### config.mk
export PLATFORM = sky130hd
export DESIGN_NAME = sliding_window_rate_meter
export DESIGN_NICKNAME = d
export VERILOG_FILES = /design/src/hw/rtl/swrm_pkg.sv /design/src/hw/rtl/sliding_window_rate_meter.sv
export SDC_FILE = /design/constraint.sdc
export NUM_CORES = 1
export LEC_CHECK = 0
export BUFFER_PORTS_ARGS = -buffer_cell sky130_fd_sc_hd__buf_2
export CORE_MARGIN = 2
export CORE_UTILIZATION = 50
export CTS_BUF_LIST = sky130_fd_sc_hd__clkbuf_16
export DETAILED_ROUTE_END_ITERATION = 7
export PLACE_DENSITY = 0.77
export SLEW_MARGIN = 20
export SYNTH_ARGS = -nofsm -noshare
export SYNTH_HDL_FRONTEND = slang
export SYNTH_SLANG_ARGS = --single-unit
### constraint.sdc
create_clock -name clock -period 23.4 [get_ports clock]
set_input_delay 4.68 -clock clock [delete_from_list [all_inputs] [get_ports clock]]
set_output_delay 4.68 -clock clock [all_outputs]
set_load 0.02 [all_outputs]
### src/hw/rtl/swrm_pkg.sv
`timescale 1ns / 1ps

package swrm_pkg;

   localparam int DATA_W      = 32;
   localparam int RATE_W      = 31;
   localparam int REQ_TDATA_W = 96;
   localparam int RSP_TDATA_W = 64;
   localparam int DIV_STEP_W  = 5;

   typedef logic [DATA_W-1:0] word_type;

   typedef struct packed {
      word_type allowance;
      word_type mean_rate;
   } rsp_beat_type;

endpackage

### src/hw/rtl/sliding_window_rate_meter.sv
`timescale 1ns / 1ps

// Sliding-window byte rate meter. A request beat with req_tuser = 0 records
// xfer_bytes for now_second into a circular bucket memory of WINDOW+1 entries
// (one bucket per second seen, newest first); req_tuser = 1 asks for the
// transfer allowance, target_rate minus the newest bucket's bytes, clamped to
// max_transfer. Every request gives exactly one response beat carrying the
// stored average and the allowance. One item is in flight at a time. A
// query registers its allowance at acceptance; ST_DONE then loads the
// response register. A record runs ST_SETUP, then ST_READ and ST_CHECK per
// bucket (one memory read each) from the oldest to the one holding the
// current second; up to WINDOW older buckets are summed and, if any,
// divided by their count in ST_DIV, a radix-2 divider doing one quotient
// bit per cycle, else the average is zero. The next request beat can be
// taken once the response register is loaded; a stalled response
// holds a finished item until that register is free. The user must write
// target_rate via csr_wr_en/csr_wr_data while idle; nothing enforces it.
module sliding_window_rate_meter #(
   parameter int WINDOW = 8
) (
   input  logic                              clock,
   input  logic                              reset,
   input  logic                              csr_wr_en,
   input  logic [swrm_pkg::RATE_W-1:0]       csr_wr_data,   // target_rate
   input  logic                              req_tvalid,
   output logic                              req_tready,
   // [31:0] now_second, [63:32] xfer_bytes, [94:64] max_transfer, [95] zero
   input  logic [swrm_pkg::REQ_TDATA_W-1:0]  req_tdata,
   input  logic                              req_tuser,     // [0] op
   output logic                              rsp_tvalid,
   input  logic                              rsp_tready,
   // [31:0] mean_rate, [63:32] allowance
   output logic [swrm_pkg::RSP_TDATA_W-1:0]  rsp_tdata
);

   localparam int DEPTH = WINDOW + 1;
   localparam int PW    = (DEPTH > 1) ? $clog2(DEPTH) : 1;
   localparam int FW    = $clog2(DEPTH + 1);
   localparam int SW    = PW + 2;
   localparam int RW    = FW + 1;
   localparam int EW    = 2 * swrm_pkg::DATA_W;

   localparam logic [2:0] ST_IDLE  = 3'd0;
   localparam logic [2:0] ST_SETUP = 3'd1;
   localparam logic [2:0] ST_READ  = 3'd2;
   localparam logic [2:0] ST_CHECK = 3'd3;
   localparam logic [2:0] ST_DIV   = 3'd4;
   localparam logic [2:0] ST_DONE  = 3'd5;

   localparam logic OP_RECORD = 1'b0;

   logic [EW-1:0] bucket_mem [DEPTH];

   logic [2:0]                          state_ff, state_in;
   logic [swrm_pkg::RATE_W-1:0]         target_ff;
   logic [PW-1:0]                       head_ff, head_in;
   logic [FW-1:0]                       fill_ff, fill_in;
   swrm_pkg::word_type                  newest_sec_ff, newest_sec_in;
   swrm_pkg::word_type                  newest_bytes_ff, newest_bytes_in;
   swrm_pkg::word_type                  now_ff, now_in;
   swrm_pkg::word_type                  avg_ff, avg_in;
   swrm_pkg::word_type                  allow_ff, allow_in;
   swrm_pkg::word_type                  total_ff, total_in;
   logic [FW-1:0]                       cnt_ff, cnt_in;
   logic [PW-1:0]                       ptr_ff, ptr_in;
   logic [FW-1:0]                       rem_ff, rem_in;
   logic [swrm_pkg::DIV_STEP_W-1:0]     step_ff, step_in;
   logic [EW-1:0]                       rd_ff;
   logic                                rsp_valid_ff, rsp_valid_in;
   swrm_pkg::rsp_beat_type              rsp_ff, rsp_in;

   swrm_pkg::word_type                  req_now, req_bytes;
   logic [swrm_pkg::RATE_W-1:0]         req_max;
   logic                                accept, hit;
   logic [PW-1:0]                       head_next, ptr_next;
   logic                                mem_we;
   logic [PW-1:0]                       mem_waddr;
   logic [EW-1:0]                       mem_wdata;
   logic [SW-1:0]                       oldest_raw;
   logic [PW-1:0]                       oldest;
   swrm_pkg::word_type                  target_w, max_w, allow_raw;
   logic [RW-1:0]                       div_shift;
   swrm_pkg::word_type                  rd_sec, rd_bytes;

   assign req_now   = req_tdata[31:0];
   assign req_bytes = req_tdata[63:32];
   assign req_max   = req_tdata[94:64];
   assign rd_sec    = rd_ff[EW-1:swrm_pkg::DATA_W];
   assign rd_bytes  = rd_ff[swrm_pkg::DATA_W-1:0];

   assign req_tready = (state_ff == ST_IDLE);
   assign accept     = req_tvalid && req_tready;
   assign rsp_tvalid = rsp_valid_ff;
   assign rsp_tdata  = rsp_ff;

   assign hit       = (fill_ff != '0) && (newest_sec_ff == req_now);
   assign head_next = (head_ff == PW'(DEPTH - 1)) ? '0 : head_ff + 1'b1;
   assign ptr_next  = (ptr_ff == PW'(DEPTH - 1)) ? '0 : ptr_ff + 1'b1;

   assign mem_we    = accept && (req_tuser == OP_RECORD);
   assign mem_waddr = hit ? head_ff : head_next;
   assign mem_wdata = hit ? {req_now, newest_bytes_ff + req_bytes} : {req_now, req_bytes};

   assign oldest_raw = SW'(head_ff) + SW'(DEPTH) + SW'(1) - SW'(fill_ff);
   assign oldest     = (oldest_raw >= SW'(DEPTH)) ? PW'(oldest_raw - SW'(DEPTH))
                                                  : PW'(oldest_raw);

   assign target_w  = {1'b0, target_ff};
   assign max_w     = {1'b0, req_max};
   assign allow_raw = (fill_ff != '0 && newest_bytes_ff < target_w)
                      ? target_w - newest_bytes_ff : '0;

   assign div_shift = {rem_ff, total_ff[swrm_pkg::DATA_W-1]};

   always_ff @(posedge clock) begin
      if (mem_we) begin
         bucket_mem[mem_waddr] <= mem_wdata;
      end
      rd_ff <= bucket_mem[ptr_ff];
   end

   always_comb begin
      state_in        = state_ff;
      head_in         = head_ff;
      fill_in         = fill_ff;
      newest_sec_in   = newest_sec_ff;
      newest_bytes_in = newest_bytes_ff;
      now_in          = now_ff;
      avg_in          = avg_ff;
      allow_in        = allow_ff;
      total_in        = total_ff;
      cnt_in          = cnt_ff;
      ptr_in          = ptr_ff;
      rem_in          = rem_ff;
      step_in         = step_ff;
      rsp_valid_in    = rsp_valid_ff && !rsp_tready;
      rsp_in          = rsp_ff;
      case (state_ff)
         ST_IDLE: begin
            if (accept) begin
               if (req_tuser == OP_RECORD) begin
                  now_in        = req_now;
                  allow_in      = '0;
                  newest_sec_in = req_now;
                  if (hit) begin
                     newest_bytes_in = newest_bytes_ff + req_bytes;
                  end else begin
                     newest_bytes_in = req_bytes;
                     head_in         = head_next;
                     if (fill_ff != FW'(DEPTH)) begin
                        fill_in = fill_ff + 1'b1;
                     end
                  end
                  state_in = ST_SETUP;
               end else begin
                  allow_in = (allow_raw > max_w) ? max_w : allow_raw;
                  state_in = ST_DONE;
               end
            end
         end
         ST_SETUP: begin
            ptr_in   = oldest;
            total_in = '0;
            cnt_in   = '0;
            state_in = ST_READ;
         end
         ST_READ: begin
            state_in = ST_CHECK;
         end
         ST_CHECK: begin
            if (rd_sec == now_ff) begin
               rem_in  = '0;
               step_in = '0;
               if (cnt_ff == '0) begin
                  avg_in   = '0;
                  state_in = ST_DONE;
               end else begin
                  state_in = ST_DIV;
               end
            end else begin
               total_in = total_ff + rd_bytes;
               cnt_in   = cnt_ff + 1'b1;
               ptr_in   = ptr_next;
               state_in = ST_READ;
            end
         end
         ST_DIV: begin
            if (div_shift >= RW'(cnt_ff)) begin
               rem_in   = FW'(div_shift - RW'(cnt_ff));
               total_in = {total_ff[swrm_pkg::DATA_W-2:0], 1'b1};
            end else begin
               rem_in   = FW'(div_shift);
               total_in = {total_ff[swrm_pkg::DATA_W-2:0], 1'b0};
            end
            step_in = step_ff + 1'b1;
            if (step_ff == '1) begin
               avg_in   = total_in;
               state_in = ST_DONE;
            end
         end
         ST_DONE: begin
            if (!rsp_valid_ff || rsp_tready) begin
               rsp_valid_in     = 1'b1;
               rsp_in.mean_rate = avg_ff;
               rsp_in.allowance = allow_ff;
               state_in         = ST_IDLE;
            end
         end
         default: begin
            state_in = ST_IDLE;
         end
      endcase
   end

   always_ff @(posedge clock) begin
      if (reset) begin
         state_ff     <= ST_IDLE;
         target_ff    <= '0;
         head_ff      <= '0;
         fill_ff      <= '0;
         avg_ff       <= '0;
         rsp_valid_ff <= 1'b0;
      end else begin
         state_ff     <= state_in;
         head_ff      <= head_in;
         fill_ff      <= fill_in;
         avg_ff       <= avg_in;
         rsp_valid_ff <= rsp_valid_in;
         if (csr_wr_en) begin
            target_ff <= csr_wr_data;
         end
      end
   end

   always_ff @(posedge clock) begin
      newest_sec_ff   <= newest_sec_in;
      newest_bytes_ff <= newest_bytes_in;
      now_ff          <= now_in;
      allow_ff        <= allow_in;
      total_ff        <= total_in;
      cnt_ff          <= cnt_in;
      ptr_ff          <= ptr_in;
      rem_ff          <= rem_in;
      step_ff         <= step_in;
      rsp_ff          <= rsp_in;
   end

endmodule

# == Word-level counts from Yosys, hierarchy flattened ==
# Memories as Yosys holds them, arrays and structs flattened. A register that Yosys moved wholly into a read port is not among the register bits.
# Cells that the tools add are included.
# op_classes
n_reduce_logical,24
n_lt_le_gt_ge,4
mux,35
n_addsub,13
eq_ne,17
bitwise,2
# op_table
operator,count
2-to-1 mux 32 bit,7
case mux 32 bit (3 select lines),1
adder 32 bit,2
== test 32 bit,2
case mux 32 bit (2 select lines),1
greater-than comparator 32 x 31 -> 1 bit,1
less-than comparator 32 x 31 -> 1 bit,1
2-to-1 mux 4 bit,8
subtractor 31 x 32 -> 32 bit,1
2-to-1 mux 31 bit,1
case mux 4 bit (2 select lines),3
case mux 3 bit (6 select lines),1
adder 4 x 1 -> 4 bit (second input constant),4
2-to-1 mux 3 bit,5
!= test 2 bit (second input constant),5
case mux 5 bit (2 select lines),1
AND reduction 2 bit,5
== test 4 bit (second input constant),2
adder 5 x 1 -> 6 bit (second input constant),1
== test 3 x 2 -> 1 bit (second input constant),2
== test 3 bit (second input constant),2
greater-or-equal comparator 6 x 4 -> 1 bit (second input constant),1
2-to-1 mux 1 bit,6
AND reduction 3 bit,2
23 further kinds,30
# totals
n_memories,1
elab_cells,113
ramBits,576
ff_bits,284
input_bits,133
out_inout_bits,66
# mem_list
memory,depth,width,read_ports,rd_ports_with_merged_regs,write_ports,line_no,text
bucket_mem,9,64,1,1,1,sliding_window_rate_meter.sv:52,logic [EW-1:0] bucket_mem [DEPTH];

# == Depth between registers and ports, before layout ==
# logic_depth
ltp_word,6
depth_mapped,24
mapped_depth_nobuf,21

# == Worst setup path after synthesis ==
# Ideal clock, no wire load.
# synth_path
path_type,input -> register
start,in req_tdata[29] (netlist name)
end,mem bucket_mem[3][0] (netlist name) (enable)
n_path_buf,1
slack_ns,10.618
path_stages,8
arrival_ns,12.138
cell_sequence,xor2_1 -> nor4_1 -> nand4_1 -> nor3_1 -> clkbuf_1 -> nand2b_1 -> a21oi_1 -> nor4_1
# synth_via
elab_chain_len,3
# synth_lines
element,line_no,text
from (decl),sliding_window_rate_meter.sv:28,"input logic [swrm_pkg::REQ_TDATA_W-1:0] req_tdata,"
== test 32 bit,sliding_window_rate_meter.sv:96,assign hit = (fill_ff != '0) && (newest_sec_ff == req_now);
logical AND 1 bit,sliding_window_rate_meter.sv:96,
2-to-1 mux 4 bit,--,
to (decl),sliding_window_rate_meter.sv:52,
# No other way between the ends.

# == Final worst setup path ==
# layout_path
start,in req_tdata[31] (netlist name)
end,mem bucket_mem[4][28] (netlist name) (enable)
# The elaborated chain is that of the path after synthesis.

==> flow_metrics.env <==
export IMPL_outcome="complete, no violations"
export IMPL_ios=199
export IMPL_clockBufferDepth=3
export IMPL_p_sw_mw=1.26
export IMPL_crit_required_ns=23.65
export IMPL_slew_headroom_pct=29.1
export IMPL_vias=24000
export IMPL_final_common_cell="edfxtp_1"
export IMPL_intPower_mw=3.14
export IMPL_fin_crit_sh_pct=36.0
export IMPL_synth_mux_area_share_pct=10.4
export IMPL_pwr_share_seq_pct=45.6
export IMPL_finalSetupTns_ns=0
export IMPL_syn_area_um2=40800
export IMPL_setup_viol=0
export IMPL_clk_latency_ns=0.69
export IMPL_wl_per_cell_um=21.5
export IMPL_synth_simple_area_share_pct=6.73
export IMPL_worstHoldPathType="reg2reg"
export IMPL_max_vdd_ir_drop_mv=0.0743
export IMPL_final_max_slew_violation_count=0
export IMPL_nets=3309
export IMPL_gp_congestion=0.894
export IMPL_track_usage_pct=21.5
export IMPL_multiInputGateArea_um2=13500
export IMPL_worstSetupPathType="in2reg"
export IMPL_drt_total_wl_mm=89.7
export IMPL_synth_fp_nets=3096
export IMPL_grt_pass1_wl_mm=136
export IMPL_cts_clk_slew_worst_paths_ns=0.06
export IMPL_post_cts_buffers=0
export IMPL_antenna_found_initial=13
export IMPL_rr_worst_depth=20
export IMPL_max_freq_ghz=0.119
export IMPL_final_layout_size_suffix_gt1_share_pct=18.0
export IMPL_synth_warnings=0
export IMPL_die_height_um=290
export IMPL_swShare_pct=28.6
export IMPL_drc=0
export IMPL_io_buffers=197
export IMPL_first_iter_violations=2285
export IMPL_cp_data_arrival_time_ns=8.67
export IMPL_syn2layout_area_growth_pct=13.1
export IMPL_p_per_area_nw_per_um2=95.5
export IMPL_endpoint_kind="flop"
export IMPL_core_area_um2=80700
export IMPL_hold_violations=0
export IMPL_fin_skew_ns=0.0763
export IMPL_netlist_instances=2810
export IMPL_grt_max_degree=76
export IMPL_rsz0062_at_grt="no"
export IMPL_cts_tree="built"
export IMPL_die_w_um=290
export IMPL_ys_types=81
export IMPL_worstSetupStartpointType="primary input"
export IMPL_htreeDepth=3
export IMPL_n_fill_cell=6136
export IMPL_final_cell_mix="785 x edfxtp_1, 197 x buf_2, 182 x nor2_1"
export IMPL_grt_pass1_vias=23500
export IMPL_cts_sinks=924
export IMPL_async_flop_share_pct=0
export IMPL_period_needed_ns=8.42
export IMPL_grt_overflow=0
export IMPL_start_util_pct=50.5
export IMPL_numCtsBuffers=91
export IMPL_worst_slack_ns=14.98
export IMPL_via_per_inst=5.75
export IMPL_p_total_mw=4.40
export IMPL_whs_ns=0.401
export IMPL_synth_top_family_by_area="multiplexers"
export IMPL_max_cap_violations=0
export IMPL_dr_pass1_iters=5
export IMPL_dp_slack_ns=14.27
export IMPL_synth_compound_area_share_pct=7.62
export IMPL_die_area_um2=83800
export IMPL_syn_avg_cell_area_um2=14.5
export IMPL_pwr_share_comb_pct=20.9
export IMPL_p_leak_nw=17.0
export IMPL_synth_enable_flop_cells=785
export IMPL_postCtsHoldBufs=0
export IMPL_tightest_slew_ns=1.06
export IMPL_ctsResizeCount=0
export IMPL_synthAdderAreaFrac_pct=4.79
export IMPL_num_rows=104
export IMPL_synthFlopType="edfxtp_1"
export IMPL_synth_xor_area_share_pct=3.25
export IMPL_postRouteAntennaNets=0
export IMPL_hpwl_mm=56.4
export IMPL_synth_seq_cells=924
export IMPL_ys_seq_area_share_pct=64.7
export IMPL_root_buffer="clkbuf_16"
export IMPL_clock_power_share_pct=33.5
export IMPL_register_area_um2=26400
export IMPL_critPathMaxFanout=56
export IMPL_hold_path_depth=0
-- per-layer routing --
| metal | vias to the layer above | GRT usage [%] | share of wire (%) |
|---|---|---|---|
| met4 | 6 | 6.90 | 2.6 |
| met3 | 143 | 3.86 | 6.5 |
| met2 | 838 | 35.1 | 48 |
| met5 | - | 0 | 0.039 |
| met1 | 11900 | 29.3 | 43 |
| li1 | 11100 | - | - |
-- cell type report --
class	count	share of cell area, %
Antenna cell	10	0.0543
Clock buffer	92	4.99
Clock inverter	79	1.73
Inverter	150	1.22
Multi-Input combinational cell	1622	29.2
Sequential cell	924	57.2
Tap cell	1060	2.88
Timing Repair Buffer	234	2.74
-- state kept, by name (all words and copies together) (netlist names), 5 cells and up --
signal,count
bucket_mem,576
rd_ff,64
rsp_tdata,64
allow_ff,32
avg_ff,32
newest_bytes_ff,32
now_ff,32
total_ff,32
target_ff,31
step_ff,5
-- power groups by stage --
stage          logic [mW]  registers, mW  clock network [mW]
2_1_floorplan       0.681           2.01                   0
3_3_place_gp        0.891           2.04                   0
3_5_place_dp        0.908           2.04                   0
4_1_cts             0.920           2.01                1.50
5_1_grt              1.01           2.02                1.56
6_report            0.922           2.01                1.47
-- metrics by stage --
stage | std cells | instance area [um2] | util (%)
final | 4171 | 46100 | 57.1
after detailed placement | 3990 | 43000 | 53.3
after CTS | 4161 | 46100 | 57.1
after global placement | 3990 | 43000 | 53.3
after global routing | 4169 | 46100 | 57.1
after floorplan | 2810 | 40800 | -
-- cells by family after synthesis --
logic type | Yosys count
xor gates and xnor gates | 151
and+or+nand+nor | 569
other | 1
buffers and inverters | 264
adders and majority gates | 153
muxes | 262
DFF | 924
AOI/OAI and AO/OA | 486
-- cell usage after synthesis, drive strengths merged (13+ instances only) --
cell type / n / area share (%)
nand3: 25 / 0.32
a21oi: 97 / 1.2
nand2b: 14 / 0.21
a31oi: 38 / 0.58
buf: 30 / 0.36
and2: 39 / 0.60
xnor2: 58 / 1.2
dfxtp: 139 / 6.8
xor2: 93 / 2.0
ha: 148 / 4.5
nor2: 184 / 1.7
nor4: 23 / 0.38
a211oi: 13 / 0.24
nor3: 30 / 0.40
clkbuf: 84 / 0.77
a21o: 51 / 0.94
nor2b: 16 / 0.25
a22o: 32 / 0.71
mux2i: 112 / 2.8
mux2: 22 / 0.61
edfxtp: 785 / 58
o21a: 16 / 0.29
mux4: 128 / 7.1
nand2: 154 / 1.4
o211ai: 15 / 0.28
inv: 150 / 1.4
nand4: 27 / 0.43
o21ai: 146 / 1.8
o21bai: 13 / 0.24
-- final timing paths --
kind | startpoint | endpoint | slack [ns]
setup / recovery | req_tdata[31] | bucket_mem[4][28] | 14.98
setup reg to reg | newest_bytes_ff[23] | allow_ff[16] | 17.73
hold / removal | avg_ff[20] | rsp_tdata[20] | 0.40
hold reg to reg | avg_ff[20] | rsp_tdata[20] | 0.40
-- critical path, cell delays in order --
cell	delay, ns
buf_2	0.17
xor2_1	0.20
nor4_1	0.48
nand4_1	0.18
nor3_2	0.20
buf_4	0.58
and3_1	0.24
o21ai_0	0.30
nor2b_4	0.85
buf_4	0.73
Note: power is estimated with default switching activity, not from simulation.
